**src/sv/prsm_pkg.sv**
```systemverilog
// Shared types, codes and helper functions of the PMP region slot manager.
package prsm_pkg;

  // Result status codes.
  localparam logic [2:0] ST_OK      = 3'd0;
  localparam logic [2:0] ST_INVALID = 3'd1;
  localparam logic [2:0] ST_IN_USE  = 3'd2;
  localparam logic [2:0] ST_OVERLAP = 3'd3;
  localparam logic [2:0] ST_LIMIT   = 3'd4;

  // Command codes.
  localparam logic CMD_INSTALL   = 1'b0;
  localparam logic CMD_UNINSTALL = 1'b1;

  // Configuration register indexes.
  localparam logic [1:0] CFG_PMP_ENTRIES = 2'd0;
  localparam logic [1:0] CFG_POOL_BASE   = 2'd1;
  localparam logic [1:0] CFG_POOL_SIZE   = 2'd2;

  // PMP image constants.
  localparam logic [7:0] PMPCFG_NAPOT = 8'h18;
  localparam int unsigned IMAGE_CAP   = 16;
  localparam logic [4:0] PMP_ENTRIES_RESET = 5'd16;

  // What the output register is loaded with.
  typedef enum logic [1:0] {
    OUT_STATUS,
    OUT_SLOT,
    OUT_CLEAR
  } prsm_out_t;

  // One stored region slot.
  typedef struct packed {
    logic [2:0]  rights;
    logic [31:0] base;
    logic [31:0] size;
  } prsm_slot_t;

  // Commands from the controller to the datapath.
  typedef struct packed {
    logic       latch_in;
    logic       clr_walk;
    logic       inc_idx;
    logic       cnt_filled;
    logic       write_slot;
    logic       clear_slot;
    logic       load_out;
    prsm_out_t  out_kind;
    logic [2:0] out_code;
    logic       inc_k;
  } prsm_cmd_t;

  // Status from the datapath to the controller.
  typedef struct packed {
    logic is_uninstall;
    logic bad_slot;
    logic bad_arg;
    logic slot_hit;
    logic pool_ovl;
    logic cur_used;
    logic slot_ovl;
    logic idx_last;
    logic limit;
    logic budget_zero;
    logic k_last;
    logic out_free;
  } prsm_stat_t;

  // Ranges overlap when both are non-empty; ends are taken at 33 bits.
  function automatic logic spans_intersect(input logic [31:0] a, input logic [31:0] as,
                                           input logic [31:0] b, input logic [31:0] bs);
    logic [32:0] a_end;
    logic [32:0] b_end;
    a_end = {1'b0, a} + {1'b0, as};
    b_end = {1'b0, b} + {1'b0, bs};
    return (as != 32'd0) && (bs != 32'd0) && ({1'b0, a} < b_end) && ({1'b0, b} < a_end);
  endfunction

  // A NAPOT block: power-of-two size of at least 8 and a base aligned to it.
  function automatic logic is_napot_block(input logic [31:0] base, input logic [31:0] size);
    logic [31:0] mask;
    mask = size - 32'd1;
    return (size >= 32'd8) && ((size & mask) == 32'd0) && ((base & mask) == 32'd0);
  endfunction

endpackage

```
**src/sv/prsm_ctrl.sv**
```systemverilog
// Controller state machine that sequences checks, the slot walk and image output.
module prsm_ctrl
  import prsm_pkg::*;
(
  input  logic       clk,
  input  logic       rst_n,
  input  logic       in_valid,
  output logic       in_ready,
  input  prsm_stat_t stat,
  output prsm_cmd_t  cmd
);

  typedef enum logic [3:0] {
    S_IDLE,
    S_CHECK,
    S_WREQ,
    S_WCMP,
    S_DECIDE,
    S_WRITE,
    S_EREQ,
    S_EOUT,
    S_FILL,
    S_STAT
  } state_t;

  state_t     state_r, state_nxt;
  logic [2:0] code_r, code_nxt;

  assign in_ready = (state_r == S_IDLE);

  // Next state and command decode.
  always_comb begin
    state_nxt = state_r;
    code_nxt  = code_r;
    cmd       = '0;
    cmd.out_kind = OUT_STATUS;
    cmd.out_code = code_r;
    unique case (state_r)
      S_IDLE: begin
        if (in_valid) begin
          cmd.latch_in = 1'b1;
          state_nxt    = S_CHECK;
        end
      end
      S_CHECK: begin
        if (stat.is_uninstall) begin
          if (stat.bad_slot) begin
            code_nxt  = ST_INVALID;
            state_nxt = S_STAT;
          end else if (!stat.slot_hit) begin
            code_nxt  = ST_OK;
            state_nxt = S_STAT;
          end else begin
            cmd.clear_slot = 1'b1;
            if (stat.budget_zero) begin
              code_nxt  = ST_OK;
              state_nxt = S_STAT;
            end else begin
              cmd.clr_walk = 1'b1;
              state_nxt    = S_EREQ;
            end
          end
        end else begin
          priority if (stat.bad_arg) begin
            code_nxt  = ST_INVALID;
            state_nxt = S_STAT;
          end else if (stat.slot_hit) begin
            code_nxt  = ST_IN_USE;
            state_nxt = S_STAT;
          end else if (stat.pool_ovl) begin
            code_nxt  = ST_OVERLAP;
            state_nxt = S_STAT;
          end else begin
            cmd.clr_walk = 1'b1;
            state_nxt    = S_WREQ;
          end
        end
      end
      // The slot memory read completes in this cycle.
      S_WREQ: begin
        state_nxt = S_WCMP;
      end
      S_WCMP: begin
        if (stat.cur_used && stat.slot_ovl) begin
          code_nxt  = ST_OVERLAP;
          state_nxt = S_STAT;
        end else begin
          cmd.cnt_filled = stat.cur_used;
          if (stat.idx_last) begin
            state_nxt = S_DECIDE;
          end else begin
            cmd.inc_idx = 1'b1;
            state_nxt   = S_WREQ;
          end
        end
      end
      S_DECIDE: begin
        if (stat.limit) begin
          code_nxt  = ST_LIMIT;
          state_nxt = S_STAT;
        end else begin
          state_nxt = S_WRITE;
        end
      end
      S_WRITE: begin
        cmd.write_slot = 1'b1;
        if (stat.budget_zero) begin
          code_nxt  = ST_OK;
          state_nxt = S_STAT;
        end else begin
          cmd.clr_walk = 1'b1;
          state_nxt    = S_EREQ;
        end
      end
      S_EREQ: begin
        state_nxt = S_EOUT;
      end
      // Emit one filled slot as an image entry, or skip an empty slot.
      S_EOUT: begin
        if (stat.cur_used) begin
          if (stat.out_free) begin
            cmd.load_out = 1'b1;
            cmd.out_kind = OUT_SLOT;
            cmd.inc_k    = 1'b1;
            priority if (stat.k_last) begin
              state_nxt = S_IDLE;
            end else if (stat.idx_last) begin
              state_nxt = S_FILL;
            end else begin
              cmd.inc_idx = 1'b1;
              state_nxt   = S_EREQ;
            end
          end
        end else if (stat.idx_last) begin
          state_nxt = S_FILL;
        end else begin
          cmd.inc_idx = 1'b1;
          state_nxt   = S_EREQ;
        end
      end
      // Cleared entries up to the budget.
      S_FILL: begin
        if (stat.out_free) begin
          cmd.load_out = 1'b1;
          cmd.out_kind = OUT_CLEAR;
          cmd.inc_k    = 1'b1;
          if (stat.k_last) begin
            state_nxt = S_IDLE;
          end
        end
      end
      S_STAT: begin
        if (stat.out_free) begin
          cmd.load_out = 1'b1;
          cmd.out_kind = OUT_STATUS;
          state_nxt    = S_IDLE;
        end
      end
      default: begin
        state_nxt = S_IDLE;
      end
    endcase
  end

  // State and registered status code.
  always_ff @(posedge clk) begin
    if (!rst_n) begin
      state_r <= S_IDLE;
      code_r  <= ST_OK;
    end else begin
      state_r <= state_nxt;
      code_r  <= code_nxt;
    end
  end

endmodule

```
**src/sv/prsm_datapath.sv**
```systemverilog
// Datapath: configuration, slot table memory, walk counters, checks and output register.
module prsm_datapath
  import prsm_pkg::*;
#(
  parameter int REGION_SLOTS    = 16,
  parameter int PMP_MAX_ENTRIES = 16
) (
  input  logic        clk,
  input  logic        rst_n,
  input  logic        cfg_valid,
  input  logic [1:0]  cfg_index,
  input  logic [31:0] cfg_data,
  input  logic        in_command,
  input  logic [4:0]  in_slot_index,
  input  logic [31:0] in_region_base,
  input  logic [31:0] in_region_size,
  input  logic [2:0]  in_region_rights,
  input  logic        out_ready,
  output logic        out_valid,
  output logic [2:0]  out_status,
  output logic [3:0]  out_entry_index,
  output logic        out_entry_valid,
  output logic [31:0] out_entry_addr,
  output logic [7:0]  out_entry_cfg,
  output logic        out_image_emitted,
  output logic        out_last,
  input  prsm_cmd_t   cmd,
  output prsm_stat_t  stat
);

  localparam int SLOT_W = (REGION_SLOTS > 1) ? $clog2(REGION_SLOTS) : 1;
  localparam int CNT_W  = $clog2(REGION_SLOTS + 1);
  localparam int CAP    = (PMP_MAX_ENTRIES < IMAGE_CAP) ? PMP_MAX_ENTRIES : IMAGE_CAP;
  localparam int CMP_W  = ((CNT_W > 5) ? CNT_W : 5) + 1;

  // Configuration registers.
  logic [4:0]  pmp_entries_r;
  logic [31:0] pool_base_r;
  logic [31:0] pool_size_r;

  // Latched transaction.
  logic        cmd_r;
  logic [4:0]  slot_r;
  logic [31:0] base_r;
  logic [31:0] size_r;
  logic [2:0]  rights_r;

  // Slot table: used bits in flops, contents in a memory.
  logic [REGION_SLOTS-1:0] used_r;
  prsm_slot_t              mem [REGION_SLOTS];
  prsm_slot_t              rd_r;

  // Walk counters.
  logic [SLOT_W-1:0] idx_r;
  logic [CNT_W-1:0]  filled_r;
  logic [4:0]        k_r;

  // Output register.
  logic        out_valid_r, out_valid_nxt;
  logic [2:0]  status_r;
  logic [3:0]  index_r;
  logic        evalid_r;
  logic [31:0] addr_r;
  logic [7:0]  ecfg_r;
  logic        img_r;
  logic        last_r;

  logic [4:0]        budget;
  logic              slot_ok;
  logic [SLOT_W-1:0] slot_sel;
  logic              k_last;

  // Budget saturated to the entry count the hardware has.
  assign budget   = (pmp_entries_r > 5'(CAP)) ? 5'(CAP) : pmp_entries_r;
  assign slot_ok  = ({1'b0, slot_r} < 6'(REGION_SLOTS));
  assign slot_sel = slot_r[SLOT_W-1:0];
  assign k_last   = (5'(k_r + 5'd1) == budget);

  // Status toward the controller.
  always_comb begin
    stat.is_uninstall = (cmd_r == CMD_UNINSTALL);
    stat.bad_slot     = !slot_ok;
    stat.bad_arg      = !slot_ok || (rights_r == 3'd0) || !is_napot_block(base_r, size_r);
    stat.slot_hit     = slot_ok && used_r[slot_sel];
    stat.pool_ovl     = spans_intersect(base_r, size_r, pool_base_r, pool_size_r);
    stat.cur_used     = used_r[idx_r];
    stat.slot_ovl     = spans_intersect(base_r, size_r, rd_r.base, rd_r.size);
    stat.idx_last     = (idx_r == SLOT_W'(REGION_SLOTS - 1));
    stat.limit        = (CMP_W'(filled_r) >= CMP_W'(budget));
    stat.budget_zero  = (budget == 5'd0);
    stat.k_last       = k_last;
    stat.out_free     = !out_valid_r || out_ready;
  end

  // Configuration writes; indexes past the list are ignored.
  always_ff @(posedge clk) begin
    if (!rst_n) begin
      pmp_entries_r <= PMP_ENTRIES_RESET;
      pool_base_r   <= 32'd0;
      pool_size_r   <= 32'd0;
    end else if (cfg_valid) begin
      unique case (cfg_index)
        CFG_PMP_ENTRIES: pmp_entries_r <= cfg_data[4:0];
        CFG_POOL_BASE:   pool_base_r   <= cfg_data;
        CFG_POOL_SIZE:   pool_size_r   <= cfg_data;
        default: ;
      endcase
    end
  end

  // Transaction capture.
  always_ff @(posedge clk) begin
    if (cmd.latch_in) begin
      cmd_r    <= in_command;
      slot_r   <= in_slot_index;
      base_r   <= in_region_base;
      size_r   <= in_region_size;
      rights_r <= in_region_rights;
    end
  end

  // Used bits.
  always_ff @(posedge clk) begin
    if (!rst_n) begin
      used_r <= '0;
    end else if (cmd.write_slot) begin
      used_r[slot_sel] <= 1'b1;
    end else if (cmd.clear_slot) begin
      used_r[slot_sel] <= 1'b0;
    end
  end

  // Slot memory: one write port at the addressed slot, one registered read at the walk index.
  always_ff @(posedge clk) begin
    if (cmd.write_slot) begin
      mem[slot_sel] <= '{rights: rights_r, base: base_r, size: size_r};
    end
    rd_r <= mem[idx_r];
  end

  // Walk index, filled count and image entry count.
  always_ff @(posedge clk) begin
    if (!rst_n) begin
      idx_r    <= '0;
      filled_r <= '0;
      k_r      <= '0;
    end else if (cmd.clr_walk) begin
      idx_r    <= '0;
      filled_r <= '0;
      k_r      <= '0;
    end else begin
      if (cmd.inc_idx) begin
        idx_r <= SLOT_W'(idx_r + 1'b1);
      end
      if (cmd.cnt_filled) begin
        filled_r <= CNT_W'(filled_r + 1'b1);
      end
      if (cmd.inc_k) begin
        k_r <= 5'(k_r + 5'd1);
      end
    end
  end

  // Output register valid; a new result loads while the old one is taken.
  always_comb begin
    if (cmd.load_out) begin
      out_valid_nxt = 1'b1;
    end else if (out_ready) begin
      out_valid_nxt = 1'b0;
    end else begin
      out_valid_nxt = out_valid_r;
    end
  end

  always_ff @(posedge clk) begin
    if (!rst_n) begin
      out_valid_r <= 1'b0;
    end else begin
      out_valid_r <= out_valid_nxt;
    end
  end

  // Output payload.
  always_ff @(posedge clk) begin
    if (cmd.load_out) begin
      unique case (cmd.out_kind)
        OUT_SLOT: begin
          status_r <= ST_OK;
          index_r  <= k_r[3:0];
          evalid_r <= 1'b1;
          addr_r   <= (rd_r.base >> 2) | ((rd_r.size >> 3) - 32'd1);
          ecfg_r   <= PMPCFG_NAPOT | {5'd0, rd_r.rights};
          img_r    <= 1'b1;
          last_r   <= k_last;
        end
        OUT_CLEAR: begin
          status_r <= ST_OK;
          index_r  <= k_r[3:0];
          evalid_r <= 1'b0;
          addr_r   <= 32'd0;
          ecfg_r   <= 8'd0;
          img_r    <= 1'b1;
          last_r   <= k_last;
        end
        default: begin
          status_r <= cmd.out_code;
          index_r  <= 4'd0;
          evalid_r <= 1'b0;
          addr_r   <= 32'd0;
          ecfg_r   <= 8'd0;
          img_r    <= 1'b0;
          last_r   <= 1'b1;
        end
      endcase
    end
  end

  assign out_valid         = out_valid_r;
  assign out_status        = status_r;
  assign out_entry_index   = index_r;
  assign out_entry_valid   = evalid_r;
  assign out_entry_addr    = addr_r;
  assign out_entry_cfg     = ecfg_r;
  assign out_image_emitted = img_r;
  assign out_last          = last_r;

endmodule

```
**src/sv/pmp_region_slot_manager.sv**
```systemverilog
// Top level of the PMP region slot manager: controller and datapath.
//
// The block keeps REGION_SLOTS region slots and takes one install or uninstall
// transaction at a time; in_ready is high only while no transaction is being worked.
// A fault answers with a single status result. A successful change answers with
// the PMP image, one entry per result: the filled slots in slot order as NAPOT
// entries, then cleared entries, up to pmp_entries capped at PMP_MAX_ENTRIES and 16;
// with a budget of zero it answers with a single ok status instead. Each slot step
// has a request state and a compare or output state because the slot table is a
// memory with a registered read port. An install is captured, checked against the
// pool, walked over the slots for overlap, decided and written, and then answered
// with the image; an uninstall skips the walk. A stalled output holds the sequence.
// Configuration writes are always accepted and must only be issued while the block
// is idle.
module pmp_region_slot_manager
  import prsm_pkg::*;
#(
  parameter int REGION_SLOTS    = 16,
  parameter int PMP_MAX_ENTRIES = 16
) (
  input  logic        clk,
  input  logic        rst_n,
  input  logic        cfg_valid,
  output logic        cfg_ready,
  input  logic [1:0]  cfg_index,
  input  logic [31:0] cfg_data,
  input  logic        in_valid,
  output logic        in_ready,
  input  logic        in_command,
  input  logic [4:0]  in_slot_index,
  input  logic [31:0] in_region_base,
  input  logic [31:0] in_region_size,
  input  logic [2:0]  in_region_rights,
  output logic        out_valid,
  input  logic        out_ready,
  output logic [2:0]  out_status,
  output logic [3:0]  out_entry_index,
  output logic        out_entry_valid,
  output logic [31:0] out_entry_addr,
  output logic [7:0]  out_entry_cfg,
  output logic        out_image_emitted,
  output logic        out_last
);

  prsm_cmd_t  cmd;
  prsm_stat_t stat;

  assign cfg_ready = 1'b1;

  // Sequencing of each transaction.
  prsm_ctrl u_ctrl (
    .clk      (clk),
    .rst_n    (rst_n),
    .in_valid (in_valid),
    .in_ready (in_ready),
    .stat     (stat),
    .cmd      (cmd)
  );

  // Storage, checks and result register.
  prsm_datapath #(
    .REGION_SLOTS    (REGION_SLOTS),
    .PMP_MAX_ENTRIES (PMP_MAX_ENTRIES)
  ) u_datapath (
    .clk               (clk),
    .rst_n             (rst_n),
    .cfg_valid         (cfg_valid),
    .cfg_index         (cfg_index),
    .cfg_data          (cfg_data),
    .in_command        (in_command),
    .in_slot_index     (in_slot_index),
    .in_region_base    (in_region_base),
    .in_region_size    (in_region_size),
    .in_region_rights  (in_region_rights),
    .out_ready         (out_ready),
    .out_valid         (out_valid),
    .out_status        (out_status),
    .out_entry_index   (out_entry_index),
    .out_entry_valid   (out_entry_valid),
    .out_entry_addr    (out_entry_addr),
    .out_entry_cfg     (out_entry_cfg),
    .out_image_emitted (out_image_emitted),
    .out_last          (out_last),
    .cmd               (cmd),
    .stat              (stat)
  );

endmodule

```
**config.mk**
```make
export PLATFORM = sky130hd
export DESIGN_NAME = pmp_region_slot_manager
export DESIGN_NICKNAME = d
export VERILOG_FILES = /design/src/sv/prsm_pkg.sv /design/src/sv/prsm_ctrl.sv /design/src/sv/prsm_datapath.sv /design/src/sv/pmp_region_slot_manager.sv
export SDC_FILE = /design/constraint.sdc
export NUM_CORES = 2
export LEC_CHECK = 0
export ABC_CLOCK_PERIOD_IN_PS = 5400
export BUFFER_PORTS_ARGS = -buffer_cell sky130_fd_sc_hd__buf_2
export CAP_MARGIN = 20
export CORE_MARGIN = 4
export CORE_UTILIZATION = 40
export DETAILED_ROUTE_END_ITERATION = 12
export PLACE_DENSITY_LB_ADDON = 0.2
export RECOVER_POWER = 25
export SYNTH_ARGS = -nofsm -noshare
export SYNTH_HDL_FRONTEND = slang
export SYNTH_HIERARCHICAL = 1
export SYNTH_SLANG_ARGS = --single-unit
```
**constraint.sdc**
```tcl
create_clock -name clk -period 5.4 [get_ports clk]
set_clock_uncertainty 0.2 [all_clocks]
set_input_delay 0.81 -clock clk [delete_from_list [all_inputs] [get_ports clk]]
set_output_delay 0.81 -clock clk [all_outputs]
set_load 0.02 [all_outputs]
```
==> metrics.txt <==
Initial Util=0.405; largest net degree at the start of global routing=135; Starting DRT DRC Count=3025; PD cells=around 340 nW/um^2; Max-slew headroom=0.129; vias in the first global route=about 34000; drt first pass iters=5; syn avg cell area=between 15 and 20 um^2; antenna viol nets, final=0; die area=roughly 150000 um^2; Largest stage delay, worst path=just over 0.4 ns; DIE HEIGHT=a little under 400 um; first-pass GRT wire length=approximately 240000 um; Synth Register Bits=1363; sw frac=0.239; top post-synthesis cells by area=edfxtp_1 60%, mux4_2 13%, dfxtp_1 5.9%; Synth Flop Type=edfxtp_1; outcome=complete, but fails checks; min Tclk post-route=about 5.5 ns; GR Util All Layers=0.219; clk buf depth=3; fin cells=6128; Clk pwr share=0.414; sequential area share after synthesis=0.662; WL/cell=27.6 um; reg2reg end=u_ctrl/code_r[0]; Synth Warn #=6; sw power=just under 6000 uW; mapped cell area=around 59000 um^2; total wire length=169000 um; RSZ-0062 raised after global routing=true; crit-path cells=ha_4 > fa_2 > a211oi_4 > o21ai_2 > and4_1 > nand4b_1 > a31oi_4 > a31oi_4 > buf_6 > o21ai_4 > nand2b_1 > a21oi_2 > xor2_1 > ha_1 > a211oi_2 > nand4_1 > nor3_2 > nor3_2 > a221oi_4 > or4_4 > a211oi_4 > or3_1 > a32o_1; Synth Instances=around 3500; Die Width=393 um; CP max FO=3; initial antenna violation count=15; Hold Startpoint=cfg_data[24]; Hold Crit Depth=3; GPL Wtd Cong=between 0.8 and 0.9; insertion delay to the later sink of the worst-skew pair=between 0.7 and 0.8 ns; CP startpoint kind=register; DRC viols=0; Worst EP arrival=5.90 ns; cts bufs inserted=~150; R2R cell count=23; Crit path required time=between 5 and 6 ns; crit path kind=reg -> reg; Ports=about 170; clock-pin slew on the worst setup and hold paths=0.06 ns; Final HPWL DP=106000 um; Tcrit/Tclk final=1.01; CTS root buf=clkbuf_16; share of cells above drive strength 1=0.287; top cell type's share of synthesized area=0.603; Min-Delay Endpoint=u_datapath/pool_size_r[24]; Worst-Margin Slew=1.31 ns; core area=approximately 150000 um^2; biggest area consumer among synthesized cells=edfxtp_1; r2r setup slk=-0.05 ns; clock tree from TritonCTS=built; NumNets Final=roughly 4500; clock sinks=1363; worst r2r src=u_datapath/pool_base_r[0]; GRT Residual Overflow=0; Area Overhead vs Synth=19.8%; maximum VDD drop=between 0.2 and 0.3 mV; final setup violation count=12; ys async rst share=0; # rows=140; number of flops mapped to enable cells by yosys=1189; internal cell power=18400 uW; Hold Crit Class=in -> reg; Slew Limit Fails=0; CP endpoint kind=register; Fmax=approximately 180 MHz; post-synth cell types=roughly 80; max cap viols=0; CP max stage cell=fa_2; dpl cells=about 5800; Fin. Hold Viols=0; Pleak=0.0244 uW; setup ws final=-0.0547 ns; vias per cell=5.63; vias=34524; Comb pwr share=0.095; Port Buffers=160; setup tns final=-0.173 ns; violated checks=setup timing; share of power burned in registers=0.491; htree depth=4
-- power by group through the flow --
stage	registers (uW)	clock network [uW]	logic (uW)
after detailed placement	12100	0	2120
after CTS	11900	10200	2220
after floorplan	12200	0	971
after global placement	12100	0	2100
final	11900	10000	2300
after global routing	11900	10700	2520
-- critical path: cells and delay by family, from the launching register on --
| kind | cells | cell delay, ns |
|---|---|---|
| compound gates | 10 | 1.93 |
| simple gates | 8 | 1.65 |
| fa+ha+maj | 3 | 0.86 |
| flops | 1 | 0.33 |
| xor+xnor | 1 | 0.21 |
| buf+inv | 1 | 0.16 |
-- worst max path at each step --
stage / depth (start not counted) / slack (ns) / endpoint / start
floorplan: 22 / 0.002 / u_datapath/idx_r[0] / u_datapath/base_r[10]
global placement: 25 / -0.59 / u_ctrl/code_r[0] / u_datapath/rd_r[0]
detailed placement: 24 / -0.56 / u_ctrl/code_r[0] / u_datapath/pool_base_r[0]
CTS: 25 / -0.07 / u_datapath/idx_r[1] / u_datapath/size_r[4]
global route: 23 / -0.29 / u_ctrl/code_r[0] / u_datapath/pool_size_r[0]
finish: 23 / -0.05 / u_ctrl/code_r[0] / u_datapath/pool_base_r[0]
-- kinds of logic after synthesis --
kind of cell	count (synthesis)	share of synthesized area
adders and majority gates	267	0.0568
buffers and inverters	207	0.0140
other	2	0.000127
muxes	353	0.133
AOI/OAI and AO/OA	533	0.0619
DFF	1363	0.662
and+or+nand+nor	643	0.0551
xor gates and xnor gates	115	0.0170
-- cell usage after synthesis, types with 5 or more instances --
master and count:
a2111oi_0 6, o22ai_1 11, and3_1 16, nor2_1 112
a221oi_1 9, nand2_1 222, o2111ai_1 5, nand2b_1 31
xor2_1 67, nor4_1 30, a21o_1 78, or2_2 15
buf_4 10, clkbuf_1 98, mux4_2 345, edfxtp_1 1189
nor3b_1 9, nand3_1 23, nor2b_1 35, a21boi_0 73
buf_1 20, o21ai_0 67, inv_1 76, ha_1 264
dfxtp_1 174, a21oi_1 108, or4_1 7, o21a_1 82
xnor2_1 48, o211ai_1 6, nor3_1 43, o21bai_1 13
nand3b_1 8, mux2i_1 8, a31oi_1 16, nand4_1 36
and2_1 14, a211o_1 8, a211oi_1 11, or3_1 19
-- per-layer routing --
metal	routed length (um)	vias up	share of wire	GRT usage
met3	12500	216	0.074	0.0462
met5	0	-	0	0
met4	4480	0	0.026	0.0641
met1	74700	17944	0.44	0.315
li1	-	15191	-	-
met2	77500	1173	0.46	0.338
-- state kept, by name, summed over array words and instances, names as in the netlist, named ones only --
signal / cells
u_ctrl/code_r: 3
u_datapath/out_entry_cfg: 4
u_datapath/out_last: 1
u_datapath/base_r: 32
u_datapath/out_image_emitted: 1
u_datapath/size_r: 32
u_datapath/cmd_r: 1
u_datapath/out_status: 3
u_datapath/out_entry_addr: 31
u_datapath/idx_r: 4
u_datapath/pool_size_r: 32
u_datapath/out_entry_index: 4
u_datapath/out_valid: 1
u_datapath/pmp_entries_r: 5
u_datapath/slot_r: 5
u_datapath/filled_r: 5
u_datapath/rd_r: 67
u_ctrl/state_r: 4
u_datapath/rights_r: 3
u_datapath/k_r: 5
u_datapath/pool_base_r: 32
u_datapath/mem: 1072
-- cells in the final DEF, fill, tap and decap left out, types with 12 or more instances in the layout --
cell type,Yosys,final
clkinv_1,0,23
nor2b_1,35,34
nor4_1,30,27
dfxtp_1,174,167
a21boi_0,73,72
nor2_4,0,23
nand4_1,36,36
a21o_1,78,77
clkinv_2,0,15
nand2_1,222,219
nor3_1,43,33
inv_1,76,76
or2_2,15,15
xor2_1,67,65
nor2_1,112,85
buf_12,0,17
buf_2,1,131
clkbuf_8,0,12
or3_1,19,17
edfxtp_1,1189,1189
and3_1,16,15
a21oi_1,108,92
o21ai_0,67,53
nand2b_1,31,29
xnor2_1,48,43
nand3_1,23,22
a31oi_1,16,13
clkbuf_1,98,82
dlygate4sd3_1,0,49
o21bai_1,13,13
a21oi_2,0,16
mux4_2,345,345
ha_1,264,256
o21a_1,82,82
buf_4,10,332
clkbuf_16,0,147
-- stage by stage --
| stage | utilization | instance area, um^2 | hold WS (ns) | worst slack (ns) | total power, uW |
|---|---|---|---|---|---|
| 2_1_floorplan | - | 59200 | 0.231 | 0.00215 | 13100 |
| 5_1_grt | 0.485 | 70900 | 0.0759 | -0.287 | 25100 |
| 6_report | 0.485 | 70900 | 0.105 | -0.0547 | 24200 |
| 3_5_place_dp | 0.443 | 64800 | 0.291 | -0.562 | 14200 |
| 4_1_cts | 0.482 | 70500 | 0.0231 | -0.0687 | 24300 |
| 3_3_place_gp | 0.443 | 64800 | 0.285 | -0.587 | 14200 |
-- what timing repair did --
item | CTS | global route
pin swaps | 41 | 74
setup buffers | 12 | 15
hold buffers | 49 | 0
resized for setup | 74 | 85
hold endpoints to repair | 49 | 0
gates cloned | 1 | 0
endpoints found under the setup margin | 21 | 20
-- final cells by class --
class | instances | area [um^2]
inverters | 76 | 285
repair buffers | 580 | 4220
clock inverters | 75 | 833
well taps | 1917 | 2400
diodes | 5 | 12.5
flip-flops and latches | 1363 | 39200
multi-input cells | 1915 | 20000
fillers | 12268 | 75400
clock buffers | 197 | 3990
(Power assumes the default switching activity.)
